==> src/hdl/acu_pkg.sv <==
// acu_pkg: opcodes, widths and shared types of the accumulator execute unit
// used by the channel interfaces and all modules of the block; no dependencies
package acu_pkg;

  localparam int CMD_W  = 4;
  localparam int OPND_W = 16;
  localparam int DATA_W = 8;

  // instruction codes
  localparam logic [CMD_W-1:0] OP_ADDX = 4'd0;
  localparam logic [CMD_W-1:0] OP_ADDA = 4'd1;
  localparam logic [CMD_W-1:0] OP_ADDB = 4'd2;
  localparam logic [CMD_W-1:0] OP_MOVA = 4'd3;
  localparam logic [CMD_W-1:0] OP_MOVB = 4'd4;
  localparam logic [CMD_W-1:0] OP_MOAB = 4'd5;
  localparam logic [CMD_W-1:0] OP_MOBA = 4'd6;
  localparam logic [CMD_W-1:0] OP_LDA  = 4'd7;
  localparam logic [CMD_W-1:0] OP_STA  = 4'd8;
  localparam logic [CMD_W-1:0] OP_JMP  = 4'd9;
  localparam logic [CMD_W-1:0] OP_JMZ  = 4'd10;
  localparam logic [CMD_W-1:0] OP_JNZ  = 4'd11;
  localparam logic [CMD_W-1:0] OP_JCS  = 4'd12;
  localparam logic [CMD_W-1:0] OP_PTA  = 4'd13;
  localparam logic [CMD_W-1:0] OP_AAX  = 4'd14;
  localparam logic [CMD_W-1:0] OP_MOVX = 4'd15;

  // architectural registers and flags
  typedef struct packed {
    logic [DATA_W-1:0] a;
    logic [DATA_W-1:0] b;
    logic [DATA_W-1:0] x;
    logic              carry;
    logic              zero;
  } arch_t;

  // one result word
  typedef struct packed {
    logic              status;
    logic              branch_taken;
    logic [OPND_W-1:0] branch_target;
    logic              print_valid;
    logic [DATA_W-1:0] print_value;
    logic              carry;
    logic              zero;
  } result_t;

  // decoded instruction handed from the fetch stage to the execute logic
  typedef struct packed {
    logic [CMD_W-1:0]  cmd;
    logic [OPND_W-1:0] operand;
    logic              in_range;
    logic [DATA_W-1:0] mem_value;
  } issue_t;

endpackage

==> src/hdl/acu_in_if.sv <==
// acu_in_if: instruction channel, valid/ready handshake with cmd and operand
// depends on acu_pkg for field widths
interface acu_in_if;
  logic                         valid;
  logic                         ready;
  logic [acu_pkg::CMD_W-1:0]    cmd;
  logic [acu_pkg::OPND_W-1:0]   operand;

  modport source (output valid, output cmd, output operand, input ready);
  modport sink   (input valid, input cmd, input operand, output ready);
endinterface

==> src/hdl/acu_out_if.sv <==
// acu_out_if: result channel, valid/ready handshake with the result fields
// depends on acu_pkg for field widths
interface acu_out_if;
  logic                         valid;
  logic                         ready;
  logic                         status;
  logic                         branch_taken;
  logic [acu_pkg::OPND_W-1:0]   branch_target;
  logic                         print_valid;
  logic [acu_pkg::DATA_W-1:0]   print_value;
  logic                         carry;
  logic                         zero;

  modport source (output valid, output status, output branch_taken, output branch_target,
                  output print_valid, output print_value, output carry, output zero,
                  input ready);
  modport sink   (input valid, input status, input branch_taken, input branch_target,
                  input print_valid, input print_value, input carry, input zero,
                  output ready);
endinterface

==> src/hdl/acu_fetch.sv <==
// acu_fetch: input register, data memory with clearing pass and store bypass
// depends on acu_pkg and acu_in_if
module acu_fetch #(
  parameter int MEM_DEPTH = 256
) (
  input  logic                        clk,
  input  logic                        rst,
  acu_in_if.sink                      instr,
  input  logic                        fire,
  input  logic                        store_en,
  input  logic [acu_pkg::DATA_W-1:0]  store_data,
  output logic                        issue_valid,
  output acu_pkg::issue_t             issue
);

  localparam int AW = (MEM_DEPTH > 1) ? $clog2(MEM_DEPTH) : 1;

  logic [acu_pkg::DATA_W-1:0] mem [MEM_DEPTH];

  logic                         clearing;
  logic [AW-1:0]                clr_addr;
  logic                         accept;
  logic                         write_en;
  logic [AW-1:0]                rd_idx;
  logic [AW-1:0]                wr_idx;
  logic                         s1_valid;
  logic [acu_pkg::CMD_W-1:0]    s1_cmd;
  logic [acu_pkg::OPND_W-1:0]   s1_operand;
  logic                         s1_in_range;
  logic [acu_pkg::DATA_W-1:0]   rdata;
  logic                         fwd_hit;
  logic [acu_pkg::DATA_W-1:0]   fwd_data;

  // handshake: free slot or slot draining this cycle, and memory cleared
  assign instr.ready = !clearing && (!s1_valid || fire);
  assign accept      = instr.valid && instr.ready;
  assign rd_idx      = instr.operand[AW-1:0];
  assign wr_idx      = s1_operand[AW-1:0];
  assign write_en    = fire && store_en;

  // clearing pass after reset, one entry a cycle
  always_ff @(posedge clk) begin
    if (rst) begin
      clearing <= 1'b1;
      clr_addr <= '0;
    end else if (clearing) begin
      clr_addr <= clr_addr + AW'(1);
      if (clr_addr == AW'(MEM_DEPTH - 1)) begin
        clearing <= 1'b0;
      end
    end
  end

  // data memory: one write port, one registered read port
  always_ff @(posedge clk) begin
    if (clearing) begin
      mem[clr_addr] <= '0;
    end else if (write_en) begin
      mem[wr_idx] <= store_data;
    end
    if (accept) begin
      rdata <= mem[rd_idx];
    end
  end

  // stage valid
  always_ff @(posedge clk) begin
    if (rst) begin
      s1_valid <= 1'b0;
    end else if (accept) begin
      s1_valid <= 1'b1;
    end else if (fire) begin
      s1_valid <= 1'b0;
    end
  end

  // stage payload and bypass of a store landing at the same edge
  always_ff @(posedge clk) begin
    if (accept) begin
      s1_cmd      <= instr.cmd;
      s1_operand  <= instr.operand;
      s1_in_range <= ({1'b0, instr.operand} < (acu_pkg::OPND_W + 1)'(MEM_DEPTH));
      fwd_hit     <= write_en && (wr_idx == rd_idx);
      fwd_data    <= store_data;
    end
  end

  assign issue_valid       = s1_valid;
  assign issue.cmd         = s1_cmd;
  assign issue.operand     = s1_operand;
  assign issue.in_range    = s1_in_range;
  assign issue.mem_value   = fwd_hit ? fwd_data : rdata;

endmodule

==> src/hdl/acu_exec.sv <==
// acu_exec: combinational execute of one instruction against the register state
// depends on acu_pkg
module acu_exec (
  input  acu_pkg::issue_t             issue,
  input  acu_pkg::arch_t              state,
  output acu_pkg::arch_t              state_next,
  output acu_pkg::result_t            res,
  output logic                        store_en
);

  logic                         needs_addr;
  logic                         addr_fault;
  logic [acu_pkg::DATA_W-1:0]   imm;
  logic [acu_pkg::DATA_W-1:0]   add_lhs;
  logic [acu_pkg::DATA_W-1:0]   add_rhs;
  logic [acu_pkg::DATA_W:0]     sum;
  logic [acu_pkg::DATA_W-1:0]   sum_lo;
  logic                         sum_zero;
  logic                         taken;

  assign imm = issue.operand[acu_pkg::DATA_W-1:0];

  // memory-addressing and jump instructions check the operand range
  always_comb begin
    case (issue.cmd)
      acu_pkg::OP_LDA, acu_pkg::OP_STA, acu_pkg::OP_JMP, acu_pkg::OP_JMZ,
      acu_pkg::OP_JNZ, acu_pkg::OP_JCS, acu_pkg::OP_AAX, acu_pkg::OP_MOVX:
        needs_addr = 1'b1;
      default:
        needs_addr = 1'b0;
    endcase
  end
  assign addr_fault = needs_addr && !issue.in_range;

  // shared adder operands
  always_comb begin
    case (issue.cmd)
      acu_pkg::OP_ADDA: begin
        add_lhs = state.a;
        add_rhs = imm;
      end
      acu_pkg::OP_ADDB: begin
        add_lhs = state.b;
        add_rhs = imm;
      end
      acu_pkg::OP_AAX: begin
        add_lhs = state.x;
        add_rhs = issue.mem_value;
      end
      default: begin
        add_lhs = state.x;
        add_rhs = imm;
      end
    endcase
  end

  assign sum      = {1'b0, add_lhs} + {1'b0, add_rhs};
  assign sum_lo   = sum[acu_pkg::DATA_W-1:0];
  assign sum_zero = (sum_lo == '0);

  // register update and branch decision
  always_comb begin
    state_next = state;
    taken      = 1'b0;
    store_en   = 1'b0;
    if (!addr_fault) begin
      case (issue.cmd)
        acu_pkg::OP_ADDX: begin
          state_next.x     = sum_lo;
          state_next.carry = sum[acu_pkg::DATA_W];
          state_next.zero  = sum_zero;
        end
        acu_pkg::OP_ADDA: begin
          state_next.a     = sum_lo;
          state_next.carry = sum[acu_pkg::DATA_W];
          state_next.zero  = sum_zero;
        end
        acu_pkg::OP_ADDB: begin
          state_next.b     = sum_lo;
          state_next.carry = sum[acu_pkg::DATA_W];
          state_next.zero  = sum_zero;
        end
        acu_pkg::OP_MOVA: state_next.a = imm;
        acu_pkg::OP_MOVB: state_next.b = imm;
        acu_pkg::OP_MOAB: state_next.b = state.a;
        acu_pkg::OP_MOBA: state_next.a = state.b;
        acu_pkg::OP_LDA:  state_next.a = issue.mem_value;
        acu_pkg::OP_STA:  store_en = 1'b1;
        acu_pkg::OP_JMP:  taken = 1'b1;
        acu_pkg::OP_JMZ:  taken = state.zero;
        acu_pkg::OP_JNZ:  taken = !state.zero;
        acu_pkg::OP_JCS:  taken = state.carry;
        acu_pkg::OP_PTA:  ;
        acu_pkg::OP_AAX: begin
          state_next.x     = sum_lo;
          state_next.carry = sum[acu_pkg::DATA_W];
          state_next.zero  = sum_zero;
        end
        acu_pkg::OP_MOVX: state_next.x = issue.mem_value;
        default: ;
      endcase
    end
  end

  // result word
  always_comb begin
    res.status        = addr_fault;
    res.branch_taken  = taken;
    res.branch_target = taken ? issue.operand : '0;
    res.print_valid   = (issue.cmd == acu_pkg::OP_PTA);
    res.print_value   = (issue.cmd == acu_pkg::OP_PTA) ? state.a : '0;
    res.carry         = state_next.carry;
    res.zero          = state_next.zero;
  end

endmodule

==> src/hdl/accumulator_cpu_execute_unit_core.sv <==
// accumulator_cpu_execute_unit_core: top level of the 8-bit accumulator execute unit
// depends on acu_pkg, acu_in_if, acu_out_if, acu_fetch and acu_exec
//
// Usage:
//   instr carries one instruction word (cmd, operand) per handshake; result
//   returns one word per instruction: status, branch decision and target,
//   print request and value, and the carry and zero flags after execution.
//   The instruction handshake loads the input register and the data memory
//   read; execute then writes the result register, which drives result.valid.
//   Throughput is one instruction per cycle while result.ready stays high.
//   A store feeding a load or add on the next instruction is bypassed
//   around the memory read port, so back-to-back words need no bubbles.
//   After reset, registers and flags are zero and the data memory is swept
//   to zero, one entry per cycle, with instr.ready low until the sweep ends.
//   When result.ready is low the result register holds its word, one more
//   instruction may be taken into the input register, and instr.ready then
//   drops until the result register drains.
module accumulator_cpu_execute_unit_core #(
  parameter int MEM_DEPTH = 256
) (
  input  logic        clk,
  input  logic        rst,
  acu_in_if.sink      instr,
  acu_out_if.source   result
);

  logic                       issue_valid;
  acu_pkg::issue_t            issue;
  acu_pkg::arch_t             state;
  acu_pkg::arch_t             state_next;
  acu_pkg::result_t           res;
  acu_pkg::result_t           res_q;
  logic                       store_en;
  logic                       fire;
  logic                       out_valid;

  // execute when an instruction waits and the result register can take it
  assign fire = issue_valid && (!out_valid || result.ready);

  acu_fetch #(
    .MEM_DEPTH (MEM_DEPTH)
  ) u_fetch (
    .clk         (clk),
    .rst         (rst),
    .instr       (instr),
    .fire        (fire),
    .store_en    (store_en),
    .store_data  (state.a),
    .issue_valid (issue_valid),
    .issue       (issue)
  );

  acu_exec u_exec (
    .issue      (issue),
    .state      (state),
    .state_next (state_next),
    .res        (res),
    .store_en   (store_en)
  );

  // architectural registers
  always_ff @(posedge clk) begin
    if (rst) begin
      state <= '0;
    end else if (fire) begin
      state <= state_next;
    end
  end

  // result register valid
  always_ff @(posedge clk) begin
    if (rst) begin
      out_valid <= 1'b0;
    end else if (fire) begin
      out_valid <= 1'b1;
    end else if (result.ready) begin
      out_valid <= 1'b0;
    end
  end

  // result register payload
  always_ff @(posedge clk) begin
    if (fire) begin
      res_q <= res;
    end
  end

  assign result.valid         = out_valid;
  assign result.status        = res_q.status;
  assign result.branch_taken  = res_q.branch_taken;
  assign result.branch_target = res_q.branch_target;
  assign result.print_valid   = res_q.print_valid;
  assign result.print_value   = res_q.print_value;
  assign result.carry         = res_q.carry;
  assign result.zero          = res_q.zero;

endmodule

==> src/flat_wrapper.sv <==
// flat-port wrapper written by rule: the top's interface ports become plain ports
module accumulator_cpu_execute_unit_core_flat 
#(
  parameter int MEM_DEPTH = 256
)
  (clk, rst, instr_valid, instr_cmd, instr_operand, instr_ready, result_valid, result_status, result_branch_taken, result_branch_target, result_print_valid, result_print_value, result_carry, result_zero, result_ready);
  acu_in_if instr_i ();
  acu_out_if result_i ();
  input  logic clk;
  input  logic rst;
  input wire logic [$bits(instr_i.valid)-1:0] instr_valid;
  input wire logic [$bits(instr_i.cmd)-1:0] instr_cmd;
  input wire logic [$bits(instr_i.operand)-1:0] instr_operand;
  output wire logic [$bits(instr_i.ready)-1:0] instr_ready;
  output wire logic [$bits(result_i.valid)-1:0] result_valid;
  output wire logic [$bits(result_i.status)-1:0] result_status;
  output wire logic [$bits(result_i.branch_taken)-1:0] result_branch_taken;
  output wire logic [$bits(result_i.branch_target)-1:0] result_branch_target;
  output wire logic [$bits(result_i.print_valid)-1:0] result_print_valid;
  output wire logic [$bits(result_i.print_value)-1:0] result_print_value;
  output wire logic [$bits(result_i.carry)-1:0] result_carry;
  output wire logic [$bits(result_i.zero)-1:0] result_zero;
  input wire logic [$bits(result_i.ready)-1:0] result_ready;
  assign instr_i.valid = instr_valid;
  assign instr_i.cmd = instr_cmd;
  assign instr_i.operand = instr_operand;
  assign instr_ready = instr_i.ready;
  assign result_valid = result_i.valid;
  assign result_status = result_i.status;
  assign result_branch_taken = result_i.branch_taken;
  assign result_branch_target = result_i.branch_target;
  assign result_print_valid = result_i.print_valid;
  assign result_print_value = result_i.print_value;
  assign result_carry = result_i.carry;
  assign result_zero = result_i.zero;
  assign result_i.ready = result_ready;
  accumulator_cpu_execute_unit_core #(.MEM_DEPTH(MEM_DEPTH)) u_core (.clk(clk), .rst(rst), .instr(instr_i), .result(result_i));
endmodule
==> config.mk <==
export PLATFORM = sky130hd
export DESIGN_NAME = accumulator_cpu_execute_unit_core_flat
export DESIGN_NICKNAME = d
export VERILOG_FILES = /design/src/hdl/acu_pkg.sv /design/src/hdl/acu_in_if.sv /design/src/hdl/acu_out_if.sv /design/src/hdl/acu_fetch.sv /design/src/hdl/acu_exec.sv /design/src/hdl/accumulator_cpu_execute_unit_core.sv /design/src/flat_wrapper.sv
export SDC_FILE = /design/constraint.sdc
export NUM_CORES = 2
export LEC_CHECK = 0
export BUFFER_PORTS_ARGS = -buffer_cell sky130_fd_sc_hd__buf_4
export CORE_MARGIN = 3
export CORE_UTILIZATION = 55
export DETAILED_ROUTE_END_ITERATION = 10
export GPL_TIMING_DRIVEN = 0
export PLACE_DENSITY = 0.71
export SYNTH_ARGS = -nofsm -noshare
export SYNTH_HDL_FRONTEND = slang
export SYNTH_SLANG_ARGS = --single-unit
export TNS_END_PERCENT = 5
==> constraint.sdc <==
create_clock -name clk -period 7.8 [get_ports clk]
set_input_delay 0.39 -clock clk [delete_from_list [all_inputs] [get_ports clk]]
set_output_delay 0.39 -clock clk [all_outputs]
set_load 0.02 [all_outputs]
==> metrics <==
outcome=finished with violations; failing checks=max-capacitance violations; critical path launch point type=input port; Vias/cell=6.83; Synth Flop Type=edfxtp_1; Die ar.=~160000 um2; CP max stage cell=nor3_1; Total Routing Usage GR=0.311; Sw Share=0.212; Sw Pwr=4950 uW; Die Span Y=397 um; Area growth syn-to-layout=12.4%; Mapped Nets=4170; Post-synth EDFFs=2115; layout cell share with drive strength beyond 1=0.225; main area contributors after synthesis=edfxtp_1 76%, mux4_2 13%, mux2i_1 1.5%; beginning of the worst hold path=rst; period utilisation layout=0.732; Hold Path Depth=2; pre-CTS setup slack=2.30 ns; Worst Hold End=u_core.state[18]; vias in the first global route=43.5k; final worst-path setup slack=2.09 ns; CTS max path bufs=3; RSZ-0062 raised after global routing=false; mapped cell area=84000 um2; Layout Nets=4479; Crit path largest cell delay=just under 1 ns; Setup crit end kind=register; starting density of the core=0.557; combinational share of power=0.040; fin crit period=5.71 ns; R2R setup slack=~2.8 ns; critical path peak fanout=10; register area share after synthesis=0.765; DRC Markers=0; min-delay worst type=input port to register; CP Cell Sequence=dlygate4sd3_1, buf_4, clkbuf_1, clkbuf_1, nand4b_1, clkbuf_1, o22ai_1, nor3_1, a31oi_1, nor4_1; routed vias=45.4k; FF-to-FF path depth=9; WL/cell=36.6 um; Mapped Cells=between 4k and 5k; Final Hold Vio Count=0; actual slew at the worst max-slew pin=about 1.5 ns; number of iterations in the first detailed-routing pass=6; Top delay family on crit path=simple AND/OR/NAND/NOR gates; sequential power share=0.538; worst path arrival time=slightly above 6 ns; P_leak=0.0307 uW; Final ANT Viol Nets=0; worst reg2reg path startpoint=u_core.u_exec.needs_addr; max-slew violations=0; post-CTS setup buffers=0; TritonCTS clock tree=yes; Clk pwr share=0.422; CP bufs+invs=5; Max Cap Viol=2; synth warn=0; post-synth top area share=0.756; r2r endpoint=u_core.u_fetch.mem[92][2]; antenna violations before repair=10; global-route wire length before repair=between 300000 and 400000 um; GP Congestion=0.979; #FFs+latches synth=2153; CTS Buf Count=slightly above 200; Power Internal=approximately 18000 uW; commonest cells in the netlist=2115 x edfxtp_1, 473 x mux4_2, 312 x nor2_1; mean area per synthesized cell=20.3 um2; register clock-pin slew on the reported worst setup and hold paths=0.06 ns; Port Buffer Count=53; clock skew=0.0343 ns; Root Buffer=clkbuf_16; final wirelength=243000 um; H-tree levels=4; global route total overflow=0; setup TNS=0 ns; Critical Path RT=8.31 ns; critical path's most frequent cell=clkbuf_1; maximum VDD drop=0.234 mV; upper clock frequency limit=175 MHz; largest net degree at the start of global routing=a little under 90; Final HPWL DP=158000 um; pwr dens=between 200 and 250 nW/um2; Yosys cell types=71; Crit Path Category=input port to register; count leader, synth=edfxtp_1; Yosys top cell by area=edfxtp_1; I/O pins=55; Die X-Extent=397 um; row cnt=142; ys async rst share=0; final setup vio count=0; Sink Count=2153; DRT iter0 DRCs=around 7k; relative slew slack=0.00143; core area=151000 um2; clk_lat worst skew=0.85 ns
## worst max path at each step
| stage | from | end | slack [ns] | cells past startpoint |
|---|---|---|---|---|
| 4_1_cts | instr_operand[4] | u_core.u_fetch.rdata[7] | 2.63 | 10 |
| 3_5_place_dp | instr_operand[4] | u_core.u_fetch.rdata[7] | 2.30 | 9 |
| 5_1_grt | instr_operand[4] | u_core.u_fetch.rdata[6] | 2.44 | 10 |
| 2_1_floorplan | u_core.result.valid | u_core.u_fetch.mem[0][0] | 2.37 | 6 |
| 6_report | instr_operand[4] | u_core.u_fetch.rdata[7] | 2.09 | 10 |
| 3_3_place_gp | result_ready | u_core.u_fetch.mem[202][2] | -2.17 | 7 |
## through the flow
| stage | hold slack, ns | utilization | power (uW) | instance area [um2] | cells |
|---|---|---|---|---|---|
| CTS | 0.0731 | 0.626 | 23300 | 94400 | 6632 |
| global route | 0.143 | 0.626 | 23800 | 94400 | 6637 |
| finish | 0.118 | 0.626 | 23300 | 94500 | 6648 |
| floorplan | 0.432 | - | 13300 | 84000 | 4136 |
| detailed placement | 0.449 | 0.581 | 13700 | 87600 | 6230 |
| global placement | 0.446 | 0.577 | 13700 | 87000 | 6205 |
## cells in the final DEF, fill, tap and decap left out, drive strengths merged, types with 30 or more instances in the layout
cell type | Yosys | routed
nor2 | 312 | 312
and2 | 34 | 34
a22oi | 79 | 79
buf | 163 | 244
a211oi | 49 | 49
mux4 | 473 | 473
nor3 | 30 | 30
a21oi | 44 | 44
clkbuf | 88 | 341
dfxtp | 38 | 38
mux2i | 124 | 124
clkinv | 0 | 96
o22ai | 116 | 116
edfxtp | 2115 | 2115
nand2 | 154 | 154
## layout make-up
| cell class | count | area, um2 |
|---|---|---|
| diodes | 13 | 32.5 |
| multi-input cells | 1716 | 18300 |
| plain buffers | 251 | 1450 |
| clock buffers | 253 | 5380 |
| well taps | 2016 | 2520 |
| clock inverters | 127 | 1170 |
| flip-flops and latches | 2153 | 64300 |
| repair buffers | 103 | 1280 |
| fillers | 10100 | 56400 |
| inverters | 16 | 60.1 |
## logic make-up (layout without fill, tap and decap cells)
logic type,Yosys count,after routing,synth area share
AOI/OAI and AO/OA,455,455,0.0380
xor gates and xnor gates,15,15,0.00156
adders and majority gates,10,10,0.00158
buffers and inverters,267,750,0.0180
DFF,2153,2153,0.765
muxes,606,606,0.143
other,0,13,0
and+or+nand+nor,630,630,0.0334
## layer usage
layer	GRT usage	vias up	wire length (um)
met5	0.0105	-	197
met4	0.146	11	12600
met3	0.100	578	32600
met2	0.454	3427	110000
met1	0.429	23600	88100
li1	-	17800	-
## repair_timing
item,CTS,global route
hold endpoints to repair,24,0
gates resized for setup,0,0
hold buffers,22,0
## power groups by stage
| stage | logic [uW] | clock network [uW] | registers, uW |
|---|---|---|---|
| global placement | 875 | 0 | 12800 |
| detailed placement | 879 | 0 | 12800 |
| finish | 923 | 9840 | 12500 |
| floorplan | 477 | 0 | 12800 |
| global route | 926 | 10300 | 12500 |
| CTS | 891 | 9840 | 12500 |
## sequential cells by signal (all words and copies together), names as in the netlist, 4 cells and up
signal,cells
u_core.u_fetch.mem,2048
u_core.state,26
u_core.result.branch_target,16
u_core.u_fetch.s1_operand,16
u_core.result.print_value,8
u_core.u_fetch.clr_addr,8
u_core.u_fetch.fwd_data,8
u_core.u_fetch.rdata,8
u_core.u_fetch.s1_cmd,4
Power figures use the tool's default switching activity.
